[src/rtl/core/zsrd_pkg.sv]
// Shared types, codes and constants of the zebra stripe run detector.
`default_nettype none

package zsrd_pkg;

    localparam int PIX_W      = 8;
    localparam int ACT_W      = 2;
    localparam int LEN_W      = 6;
    localparam int IDX_W      = 5;
    localparam int CNT_W      = 5;
    localparam int CFG_IDX_W  = 3;
    localparam int CFG_DATA_W = 8;

    // command queue between classifier and run tracker
    localparam int QUEUE_DEPTH = 2;

    localparam logic [ACT_W-1:0] ACT_CENTER = 2'd0;
    localparam logic [ACT_W-1:0] ACT_LEFT   = 2'd1;
    localparam logic [ACT_W-1:0] ACT_RIGHT  = 2'd2;

    localparam logic [CFG_IDX_W-1:0] REG_THRESHOLD     = 3'd0;
    localparam logic [CFG_IDX_W-1:0] REG_MIN_RUN_LEN   = 3'd1;
    localparam logic [CFG_IDX_W-1:0] REG_MAX_RUN_LEN   = 3'd2;
    localparam logic [CFG_IDX_W-1:0] REG_MAX_RUN_DIFF  = 3'd3;
    localparam logic [CFG_IDX_W-1:0] REG_REQUIRED_RUNS = 3'd4;

    localparam logic [PIX_W-1:0] THRESHOLD_RST     = 8'd128;
    localparam logic [LEN_W-1:0] MIN_RUN_LEN_RST   = 6'd3;
    localparam logic [LEN_W-1:0] MAX_RUN_LEN_RST   = 6'd20;
    localparam logic [LEN_W-1:0] MAX_RUN_DIFF_RST  = 6'd10;
    localparam logic [CNT_W-1:0] REQUIRED_RUNS_RST = 5'd5;

    localparam logic [LEN_W-1:0] LEN_MAX           = 6'd63;
    localparam logic [CNT_W-1:0] CNT_MAX           = 5'd31;
    localparam logic [IDX_W-1:0] FIRST_CHECKED_RUN = 5'd2;

    typedef struct packed {
        logic [LEN_W-1:0] min_run_len;
        logic [LEN_W-1:0] max_run_len;
        logic [LEN_W-1:0] max_run_diff;
        logic [CNT_W-1:0] required_runs;
    } cfg_t;

    typedef struct packed {
        logic is_center;
        logic is_left;
        logic is_right;
        logic skip;
        logic white;
        logic last;
    } cmd_t;

    typedef struct packed {
        logic             detected_left;
        logic             detected_right;
        logic             detected;
        logic [IDX_W-1:0] left_runs;
        logic [IDX_W-1:0] right_runs;
    } res_t;

endpackage

`default_nettype wire

[src/rtl/core/zebra_stripe_run_detector_core.sv]
// Top level of the zebra stripe run detector: config registers, front, queue, back.
`default_nettype none

// Takes one pixel item per clock while in_ready is high: a center pixel opens a test
// point, then left and right scan pixels follow in any order, and the item with last
// set yields one result with both sides' detection flags and run indexes. Sustained
// rate is one item per cycle while results are taken; a side's run is updated per
// pixel, closed and checked on a color change, else extended. An accepted item enters
// a two-entry command queue, from which the back end takes it and registers its
// result; the queue lets input flow while a result waits for out_ready, and only an
// item with last set stalls behind an untaken result. Configuration registers are
// written through cfg_we/cfg_index/cfg_data and must only change while the block idles.
module zebra_stripe_run_detector_core #(
    parameter int RUN_SLOTS = 30
) (
    input  wire logic                            clk,
    input  wire logic                            rst_n,
    input  wire logic                            cfg_we,
    input  wire logic [zsrd_pkg::CFG_IDX_W-1:0]  cfg_index,
    input  wire logic [zsrd_pkg::CFG_DATA_W-1:0] cfg_data,
    input  wire logic                            in_valid,
    output logic                                 in_ready,
    input  wire logic [zsrd_pkg::PIX_W-1:0]      pixel,
    input  wire logic [zsrd_pkg::ACT_W-1:0]      action,
    input  wire logic                            last,
    output logic                                 out_valid,
    input  wire logic                            out_ready,
    output logic                                 detected_left,
    output logic                                 detected_right,
    output logic                                 detected,
    output logic [zsrd_pkg::IDX_W-1:0]           left_runs,
    output logic [zsrd_pkg::IDX_W-1:0]           right_runs
);

    logic [zsrd_pkg::PIX_W-1:0] threshold_reg;
    zsrd_pkg::cfg_t             cfg_reg;

    always_ff @(posedge clk or negedge rst_n)
    begin
        if (!rst_n)
        begin
            threshold_reg         <= zsrd_pkg::THRESHOLD_RST;
            cfg_reg.min_run_len   <= zsrd_pkg::MIN_RUN_LEN_RST;
            cfg_reg.max_run_len   <= zsrd_pkg::MAX_RUN_LEN_RST;
            cfg_reg.max_run_diff  <= zsrd_pkg::MAX_RUN_DIFF_RST;
            cfg_reg.required_runs <= zsrd_pkg::REQUIRED_RUNS_RST;
        end
        else if (cfg_we)
        begin
            unique case (cfg_index)
                zsrd_pkg::REG_THRESHOLD:
                    threshold_reg <= cfg_data;
                zsrd_pkg::REG_MIN_RUN_LEN:
                    cfg_reg.min_run_len <= cfg_data[zsrd_pkg::LEN_W-1:0];
                zsrd_pkg::REG_MAX_RUN_LEN:
                    cfg_reg.max_run_len <= cfg_data[zsrd_pkg::LEN_W-1:0];
                zsrd_pkg::REG_MAX_RUN_DIFF:
                    cfg_reg.max_run_diff <= cfg_data[zsrd_pkg::LEN_W-1:0];
                zsrd_pkg::REG_REQUIRED_RUNS:
                    cfg_reg.required_runs <= cfg_data[zsrd_pkg::CNT_W-1:0];
                default: ;
            endcase
        end
    end

    zsrd_pkg::cmd_t front_cmd;
    zsrd_pkg::cmd_t q_cmd;
    zsrd_pkg::res_t res;
    logic           q_full, q_empty;
    logic           q_push, q_pop;
    logic           cmd_ready;

    assign in_ready = !q_full;
    assign q_push   = in_valid && in_ready;
    assign q_pop    = !q_empty && cmd_ready;

    zsrd_front u_front (
        .pixel     (pixel),
        .action    (action),
        .last      (last),
        .threshold (threshold_reg),
        .cmd       (front_cmd)
    );

    zsrd_queue u_queue (
        .clk       (clk),
        .rst_n     (rst_n),
        .push      (q_push),
        .push_data (front_cmd),
        .full      (q_full),
        .pop       (q_pop),
        .pop_data  (q_cmd),
        .empty     (q_empty)
    );

    zsrd_back #(
        .RUN_SLOTS (RUN_SLOTS)
    ) u_back (
        .clk       (clk),
        .rst_n     (rst_n),
        .cfg       (cfg_reg),
        .cmd_valid (!q_empty),
        .cmd       (q_cmd),
        .cmd_ready (cmd_ready),
        .out_valid (out_valid),
        .out_ready (out_ready),
        .res       (res)
    );

    assign detected_left  = res.detected_left;
    assign detected_right = res.detected_right;
    assign detected       = res.detected;
    assign left_runs      = res.left_runs;
    assign right_runs     = res.right_runs;

    a_queue_flags: assert property (@(posedge clk) disable iff (!rst_n)
        !(q_full && q_empty))
        else $error("queue reports full and empty at once");

    a_runs_in_range: assert property (@(posedge clk) disable iff (!rst_n)
        out_valid |-> (left_runs <= zsrd_pkg::IDX_W'(RUN_SLOTS - 1))
                      && (right_runs <= zsrd_pkg::IDX_W'(RUN_SLOTS - 1)))
        else $error("run index beyond last run slot");

    a_both_sides: assert property (@(posedge clk) disable iff (!rst_n)
        (out_valid && detected) |-> (detected_left && detected_right))
        else $error("crossing flagged without both sides detected");

    a_pop_on_stall: assert property (@(posedge clk) disable iff (!rst_n)
        (out_valid && !out_ready && !q_empty && q_cmd.last) |-> !q_pop)
        else $error("reporting item taken while result register is held");

endmodule

`default_nettype wire

[src/rtl/core/zsrd_front.sv]
// Front end: decodes an input item and classifies its pixel against the threshold.
`default_nettype none

module zsrd_front (
    input  wire logic [zsrd_pkg::PIX_W-1:0] pixel,
    input  wire logic [zsrd_pkg::ACT_W-1:0] action,
    input  wire logic                       last,
    input  wire logic [zsrd_pkg::PIX_W-1:0] threshold,
    output zsrd_pkg::cmd_t                  cmd
);

    always_comb
    begin
        cmd           = '0;
        cmd.white     = (pixel > threshold);
        cmd.skip      = (pixel == threshold);
        cmd.last      = last;
        unique case (action)
            zsrd_pkg::ACT_CENTER: cmd.is_center = 1'b1;
            zsrd_pkg::ACT_LEFT:   cmd.is_left   = 1'b1;
            zsrd_pkg::ACT_RIGHT:  cmd.is_right  = 1'b1;
            default:              ; // unused code: pixel ignored, last still reports
        endcase
    end

endmodule

`default_nettype wire

[src/rtl/core/zsrd_queue.sv]
// Short command queue between the classifier and the run tracker.
`default_nettype none

module zsrd_queue (
    input  wire logic     clk,
    input  wire logic     rst_n,
    input  wire logic     push,
    input  wire zsrd_pkg::cmd_t push_data,
    output logic          full,
    input  wire logic     pop,
    output zsrd_pkg::cmd_t pop_data,
    output logic          empty
);

    localparam int DEPTH = zsrd_pkg::QUEUE_DEPTH;
    localparam int PTR_W = (DEPTH > 1) ? $clog2(DEPTH) : 1;
    localparam int CNT_W = $clog2(DEPTH + 1);

    zsrd_pkg::cmd_t   mem_reg [DEPTH];
    logic [PTR_W-1:0] wr_ptr_reg, wr_ptr_next;
    logic [PTR_W-1:0] rd_ptr_reg, rd_ptr_next;
    logic [CNT_W-1:0] count_reg, count_next;

    assign full     = (count_reg == CNT_W'(DEPTH));
    assign empty    = (count_reg == '0);
    assign pop_data = mem_reg[rd_ptr_reg];

    always_comb
    begin
        wr_ptr_next = wr_ptr_reg;
        rd_ptr_next = rd_ptr_reg;
        count_next  = count_reg;
        if (push)
            wr_ptr_next = (wr_ptr_reg == PTR_W'(DEPTH - 1)) ? '0 : wr_ptr_reg + 1'b1;
        if (pop)
            rd_ptr_next = (rd_ptr_reg == PTR_W'(DEPTH - 1)) ? '0 : rd_ptr_reg + 1'b1;
        if (push && !pop)
            count_next = count_reg + 1'b1;
        else if (pop && !push)
            count_next = count_reg - 1'b1;
    end

    always_ff @(posedge clk or negedge rst_n)
    begin
        if (!rst_n)
        begin
            wr_ptr_reg <= '0;
            rd_ptr_reg <= '0;
            count_reg  <= '0;
        end
        else
        begin
            wr_ptr_reg <= wr_ptr_next;
            rd_ptr_reg <= rd_ptr_next;
            count_reg  <= count_next;
        end
    end

    always_ff @(posedge clk)
    begin
        if (push)
            mem_reg[wr_ptr_reg] <= push_data;
    end

endmodule

`default_nettype wire

[src/rtl/core/zsrd_back.sv]
// Back end: per-side run tracking, run checks and the result register.
`default_nettype none

module zsrd_back #(
    parameter int RUN_SLOTS = 30
) (
    input  wire logic      clk,
    input  wire logic      rst_n,
    input  wire zsrd_pkg::cfg_t cfg,
    input  wire logic      cmd_valid,
    input  wire zsrd_pkg::cmd_t cmd,
    output logic           cmd_ready,
    output logic           out_valid,
    input  wire logic      out_ready,
    output zsrd_pkg::res_t res
);

    localparam logic [zsrd_pkg::IDX_W-1:0] LAST_SLOT = zsrd_pkg::IDX_W'(RUN_SLOTS - 1);

    typedef struct packed {
        logic [zsrd_pkg::IDX_W-1:0] run_index;
        logic [zsrd_pkg::LEN_W-1:0] run_len;
        logic [zsrd_pkg::LEN_W-1:0] closed_len;
        logic [zsrd_pkg::CNT_W-1:0] passed;
        logic                       stopped;
    } side_t;

    function automatic side_t side_step(side_t st, logic white, logic ciw, zsrd_pkg::cfg_t c);
        side_t                      nx;
        logic                       run_white;
        logic                       change;
        logic                       pass;
        logic [zsrd_pkg::LEN_W-1:0] d;
        nx        = st;
        // even runs carry the color opposite to the center
        run_white = st.run_index[0] ? ciw : ~ciw;
        change    = (white != run_white) && (st.run_index < LAST_SLOT);
        d         = (st.closed_len > st.run_len) ? st.closed_len - st.run_len
                                                 : st.run_len - st.closed_len;
        pass      = (st.closed_len >= c.min_run_len) && (st.closed_len < c.max_run_len)
                    && (d < c.max_run_diff);
        if (change)
        begin
            if ((st.run_index > zsrd_pkg::FIRST_CHECKED_RUN) && !st.stopped)
            begin
                if (pass)
                begin
                    if (st.passed < zsrd_pkg::CNT_MAX)
                        nx.passed = st.passed + 1'b1;
                end
                else
                    nx.stopped = 1'b1;
            end
            nx.closed_len = st.run_len;
            nx.run_index  = st.run_index + 1'b1;
            nx.run_len    = zsrd_pkg::LEN_W'(1);
        end
        else if (st.run_len < zsrd_pkg::LEN_MAX)
            nx.run_len = st.run_len + 1'b1;
        return nx;
    endfunction

    side_t          left_reg, left_next;
    side_t          right_reg, right_next;
    logic           ciw_reg, ciw_next;
    logic           out_valid_reg, out_valid_next;
    zsrd_pkg::res_t res_reg, res_next;
    logic           take;
    logic           dl, dr;

    // only an item that reports has to wait for the result register
    assign cmd_ready = !(cmd.last && out_valid_reg && !out_ready);
    assign take      = cmd_valid && cmd_ready;
    assign out_valid = out_valid_reg;
    assign res       = res_reg;

    always_comb
    begin
        left_next  = left_reg;
        right_next = right_reg;
        ciw_next   = ciw_reg;
        if (take)
        begin
            if (cmd.is_center)
            begin
                ciw_next   = cmd.white;
                left_next  = '0;
                right_next = '0;
            end
            else if (cmd.is_left && !cmd.skip)
                left_next = side_step(left_reg, cmd.white, ciw_reg, cfg);
            else if (cmd.is_right && !cmd.skip)
                right_next = side_step(right_reg, cmd.white, ciw_reg, cfg);
        end

        dl = (left_next.passed >= cfg.required_runs);
        dr = (right_next.passed >= cfg.required_runs);

        res_next                = res_reg;
        res_next.detected_left  = dl;
        res_next.detected_right = dr;
        res_next.detected       = dl & dr;
        res_next.left_runs      = left_next.run_index;
        res_next.right_runs     = right_next.run_index;

        if (take && cmd.last)
            out_valid_next = 1'b1;
        else if (out_ready)
            out_valid_next = 1'b0;
        else
            out_valid_next = out_valid_reg;
    end

    always_ff @(posedge clk or negedge rst_n)
    begin
        if (!rst_n)
        begin
            left_reg      <= '0;
            right_reg     <= '0;
            ciw_reg       <= 1'b0;
            out_valid_reg <= 1'b0;
        end
        else
        begin
            left_reg      <= left_next;
            right_reg     <= right_next;
            ciw_reg       <= ciw_next;
            out_valid_reg <= out_valid_next;
        end
    end

    always_ff @(posedge clk)
    begin
        if (take && cmd.last)
            res_reg <= res_next;
    end

endmodule

`default_nettype wire
[config.mk]
export PLATFORM = sky130hd
export DESIGN_NAME = zebra_stripe_run_detector_core
export DESIGN_NICKNAME = d
export VERILOG_FILES = /design/src/rtl/core/zsrd_pkg.sv /design/src/rtl/core/zebra_stripe_run_detector_core.sv /design/src/rtl/core/zsrd_front.sv /design/src/rtl/core/zsrd_queue.sv /design/src/rtl/core/zsrd_back.sv
export SDC_FILE = /design/constraint.sdc
export NUM_CORES = 1
export LEC_CHECK = 0
export BUFFER_PORTS_ARGS = -buffer_cell sky130_fd_sc_hd__buf_2
export CAP_MARGIN = 20
export CORE_MARGIN = 3
export CORE_UTILIZATION = 62
export DETAILED_ROUTE_END_ITERATION = 10
export HOLD_SLACK_MARGIN = 0.06
export PLACE_DENSITY_LB_ADDON = 0.12
export SLEW_MARGIN = 20
export SYNTH_ARGS = -nofsm -noshare
export SYNTH_HDL_FRONTEND = slang
export SYNTH_SLANG_ARGS = --single-unit
export TNS_END_PERCENT = 50
[constraint.sdc]
create_clock -name clk -period 6.75 [get_ports clk]
set_clock_uncertainty 0.05 [all_clocks]
set_input_delay 0 -clock clk [delete_from_list [all_inputs] [get_ports clk]]
set_output_delay 0 -clock clk [all_outputs]
set_load 0.03 [all_outputs]
======== Word-level counts from Yosys, hierarchy flattened ========
Memory sizes are Yosys's and may differ from the RTL's.
Index checks and enable logic that the tools add are counted.
word-level totals
  register bits after elaboration ......... 96
  RAM bits ................................ 12
  input bits .............................. 27
  output and inout bits ................... 15
  word-level logic and storage cells ...... 163
  memories kept ........................... 1
memory list
  memory           depth  width  rd ports  clocked after Yosys merged registers in  wr ports  line              text
  u_queue.mem_reg  2      6      1         0                                        1         zsrd_queue.sv:19  zsrd_pkg::cmd_t mem_reg [DEPTH];
cells by class
  add/subtract/negate cells ............... 14
  magnitude comparators ................... 19
  equality and inequality tests ........... 13
  multiplexer cells ....................... 38
  bitwise operators ....................... 2
  reduce and logical (&&, ||, !) cells .... 51
operators with widths
  cell                                                                   count
  23-bit 2-to-1 mux                                                      7
  6-bit 2-to-1 mux                                                       8
  5-bit 2-to-1 mux                                                       6
  6-bit < comparator                                                     4
  12-bit 2-to-1 mux                                                      2
  6-bit subtractor                                                       4
  5-bit by 1-bit adder with 5-bit output (second input constant)         4
  5-bit < comparator (second input constant)                             4
  1-bit logical AND                                                      17
  2-bit nonzero test                                                     8
  1-bit 2-to-1 mux                                                       13
  6-bit by 1-bit adder with 6-bit output (second input constant)         2
  6-bit >= comparator                                                    2
  6-bit > comparator                                                     2
  6-bit < comparator (second input constant)                             2
  2-bit AND reduction                                                    6
  5-bit >= comparator                                                    2
  5-bit by 2-bit > comparator with 1-bit output (second input constant)  2
  1-bit logical NOT                                                      9
  8-bit == test                                                          1
  8-bit > comparator                                                     1
  4-bit AND reduction                                                    2
  3-bit by 2-bit == test with 1-bit output (second input constant)       2
  2-bit inequality test (second input constant)                          3
  other kinds (17)                                                       24

======== Depth between registers and ports, before layout ========
  word-level depth ........................ 13
  gate-level depth with buffers ........... 24
  gate-level depth less buffers ........... 24

======== By module ========
A second synthesis with hierarchy kept.
unflattened totals
  cells, all modules ...................... 669
  area, all modules ....................... 7,070.5 um^2
by module, submodules not included
  module                          instances  cells each  area each (um^2)  seq. area each (um^2)
  zsrd_back                       1          529         4,973.5           1,591.5
  zebra_stripe_run_detector_core  1          73          1,231.2           787.0
  zsrd_queue                      1          35          621.8             460.4
  zsrd_front                      1          32          244.0             0.0

======== Least setup slack after synthesis ========
Ideal clock, no wire load.
  path type ............................... register -> register
  start point ............................. register u_back.right_reg[6] (netlist name)
  end point ............................... register u_back.res_reg, in the netlist u_back.res[10], data pin
  library setup time ...................... 255 ps
  arrival time ............................ 5,089 ps
  required time ........................... 6,445 ps
  setup slack ............................. 1,356 ps
  cell stages (with the launch flop) ...... 25
  path buffers ............................ 0
  period minus slack after synthesis ...... 5,394 ps
  path through ............................ dfrtp_1 inv_1 ha_1 inv_1 fa_1 a211oi_1 o21ai_0 and3_1 nor4_1 o21ai_0 xor2_1 ha_1 a211o_1 a21oi_1 o21ai_0 or3_1 o31ai_1 nand2_1 ha_1 nand2b_1 a21o_1 a21o_1 a21o_1 a21o_1 and2_1
RTL lines
  what                    line              text
  start, declared         zsrd_back.sv:64   side_t right_reg, right_next;
  start signal, assigned  zsrd_back.sv:126  right_reg <= right_next;
  end signal, assigned    zsrd_back.sv:135  res_reg <= res_next;
  end, declared           zsrd_back.sv:67   zsrd_pkg::res_t res_reg, res_next;

==> results.yml <==
floorplan:
  die_h_um: 112
  io_pins: 42
  design.core.area_um2: 10900
  start_util_pct: 63.9
  die_width_um: 112
  num_rows: 38
  dieArea_um2: 12600
cells_and_area:
  final_cells: 919
  post-route-util_pct: 71.5
  layout.nets: 886
  ff_latch_area_um2: 2840
  syn2layout_area_growth_pct: 11.9
  multi_input_area_um2: 3840
  nFillCells: 833
  n_antenna_cell: 0
  drive_gt1_share_pct: 12.5
clocking:
  clk_pin_slew_worst_paths_ns: 0.08
  post_cts_buffers: 0
  post_cts_resized: 0
  cts_root_buf: "clkbuf_16"
  cts_buffers: 9
  tritoncts: "yes"
  cts_hold_buffers: 17
  cts.sink_count: 108
  htree_levels: 3
  clk_path_buf_depth: 2
  insertion_delay_ns: 0.36
power:
  peakVddDrop_uv: 367
  p_per_area_nw_per_um2: 331
  p_leak_uw: 0.00358
synth:
  seq_area_frac_synth_pct: 40.6
  synth-seq-cells: 108
  postSynthAreaPerCell_um2: 9.81
  synth_cell_type_count: 65
  synth_common_cells: "ha_1 (81), dfrtp_1 (74), inv_1 (67)"
  yosys_warnings: 0
  synth_top_area_cell: "dfrtp_1"
  synth_most_common_cell: "ha_1"
  synthesis.area_um2: 6990
  synth_edf_count: 25
  netlist_instances: 712
  ys_async_sr_fraction_pct: 76.9
  synthFlopType: "dfrtp_1"
  synth_top_area_share_pct: 26.5
  syn_nets: 824
  synthTopCellsByArea: "dfrtp_1 (27%), ha_1 (15%), edfxtp_1 (11%)"
setup_path:
  critPathKind: "register to register"
  required_ns: 6.82
  r2r-end: "u_back.res[10]"
  worstSetupEndpoint: "u_back.res[10]"
  cp-start-kind: "register"
  critPathCaptureType: "register"
  crit_arrival_ns: 6.14
  rr_worst_depth: 23
  cp_max_fo: 9
  cp-startpoint: "u_back.left_reg[12]"
  r2r_start: "u_back.left_reg[12]"
  r2r_slack_ns: 0.68
placed_design:
  placed_cells: 886
  dp_slack_ns: 0.818
  gp_congestion: 0.998
  hpwl_um: 12600
  port-buffer-count: 41
route:
  post_drt_via_cell_ratio: 6.20
  first_pass_iters: 6
  drc: 0
  routed_wl_um: 17000
  drt_iter0_drc: 539
  antenna_left: 0
  vias: 5701
  wl_per_cell_um: 18.5
status:
  status: "completed"
global_routing:
  antenna_found_initial: 0
  grt_max_degree: 61
  grt_first_pass_wirelength_um: 28100
  grt_pass1_vias: 5788
  track_usage_pct: 28.1
  overflow: 0
sta:
  whs_ns: 0.0873
  maxSlewHeadroom_pct: 27.9
  setup_viol: 0
  grt_setup_unrepaired: "false"
  worstMarginPinSlew_ns: 1.07
  hold_viol: 0
  final.setup.tns_ns: 0
  max_freq_mhz: 165
  fin_crit_sh_pct: 89.9
  worst_slack_ns: 0.683
  drv_slew: 0
  layout_min_cycle_time_ns: 6.07
job:
  cap_violations: 0
worst_hold_path:
  hold_path.class: "input pin to register"
per-layer routing:
layer	track usage (%)	vias to the layer above	routed length, µm	part of all wire [%]
li1	-	2704	-	-
met5	0	-	0	0
met1	37.3	2710	7350	43
met2	45.8	230	7950	47
met4	11.1	0	686	4.0
met3	5.44	57	1050	6.2
layout by cell type (no fill, tap or decap), types with 5 or more instances in the layout:
cell type and n:
ha_1 81, dfrtp_1 74, inv_1 67, nand2_1 62
o21ai_0 49, nor2_1 41, buf_2 41, a21oi_1 32
edfxtp_1 25, a21o_1 22, nand3_1 21, nand4_1 16
dlygate4sd3_1 16, a22o_1 15, mux2_2 14, nor3_1 13
nand2b_1 11, and3_1 11, xor2_1 10, mux2i_1 9
xnor2_1 9, dfstp_2 9, clkbuf_16 9, nor2b_1 8
and2_1 7, o21a_1 7, buf_4 7, a211oi_1 6
nor4_1 6, o31ai_1 5
cell type report:
class,count,area share (%)
Multi-Input combinational cell,523,49.1
Sequential cell,108,36.3
Timing Repair Buffer,64,5.34
Inverter,68,3.26
Clock buffer,9,2.88
Tap cell,140,2.24
Clock inverter,7,0.864
where the power goes:
| part | internal (µW) | total (µW) | switching (µW) |
|---|---|---|---|
| logic | 402 | 1150 | 745 |
| clock network | 260 | 525 | 265 |
| registers | 826 | 920 | 93.6 |
| total | 1490 | 2590 | 1100 |
logic make-up after synthesis:
logic type / after synthesis / synth area share [%]
simple gates: 219 / 15.9
compound gates: 174 / 16.6
flops: 108 / 40.6
fa+ha+maj: 85 / 15.7
buf+inv: 81 / 4.53
mux: 25 / 4.07
xor+xnor: 20 / 2.62
worst min path at each step:
stage	start	end	depth (start not counted)
after floorplan	rst_n	cfg_reg[10]	0
after global placement	rst_n	threshold_reg[5]	1
after detailed placement	rst_n	threshold_reg[5]	1
after CTS	cfg_index[2]	cfg_reg[18]	5
after global routing	rst_n	threshold_reg[7]	2
final	cfg_index[1]	cfg_reg[18]	5
through the flow:
step	instance area, µm²	power [µW]
finish	7820	2590
CTS	7820	2580
global route	7820	2770
floorplan	6990	1750
global placement	7360	2000
detailed placement	7360	2050
critical path, cell delays in order, from the launching register on:
cell      delay (ns)
dfrtp_1         0.45
ha_1            0.22
inv_1           0.10
fa_1            0.24
a21o_1          0.16
a221oi_1        0.09
o311ai_0        0.64
mux2i_1         0.30
o221ai_1        0.16
a221oi_1        0.35
ha_1            0.33
inv_1           0.06
o221ai_1        0.09
a41oi_1         0.24
o21ai_0         0.40
or4_1           0.63
nand3_1         0.10
ha_1            0.23
nand2b_1        0.14
a21o_1          0.17
a21o_1          0.17
a21o_1          0.17
a21o_1          0.18
and2_1          0.15
Note: power is estimated with default switching activity, not from simulation.
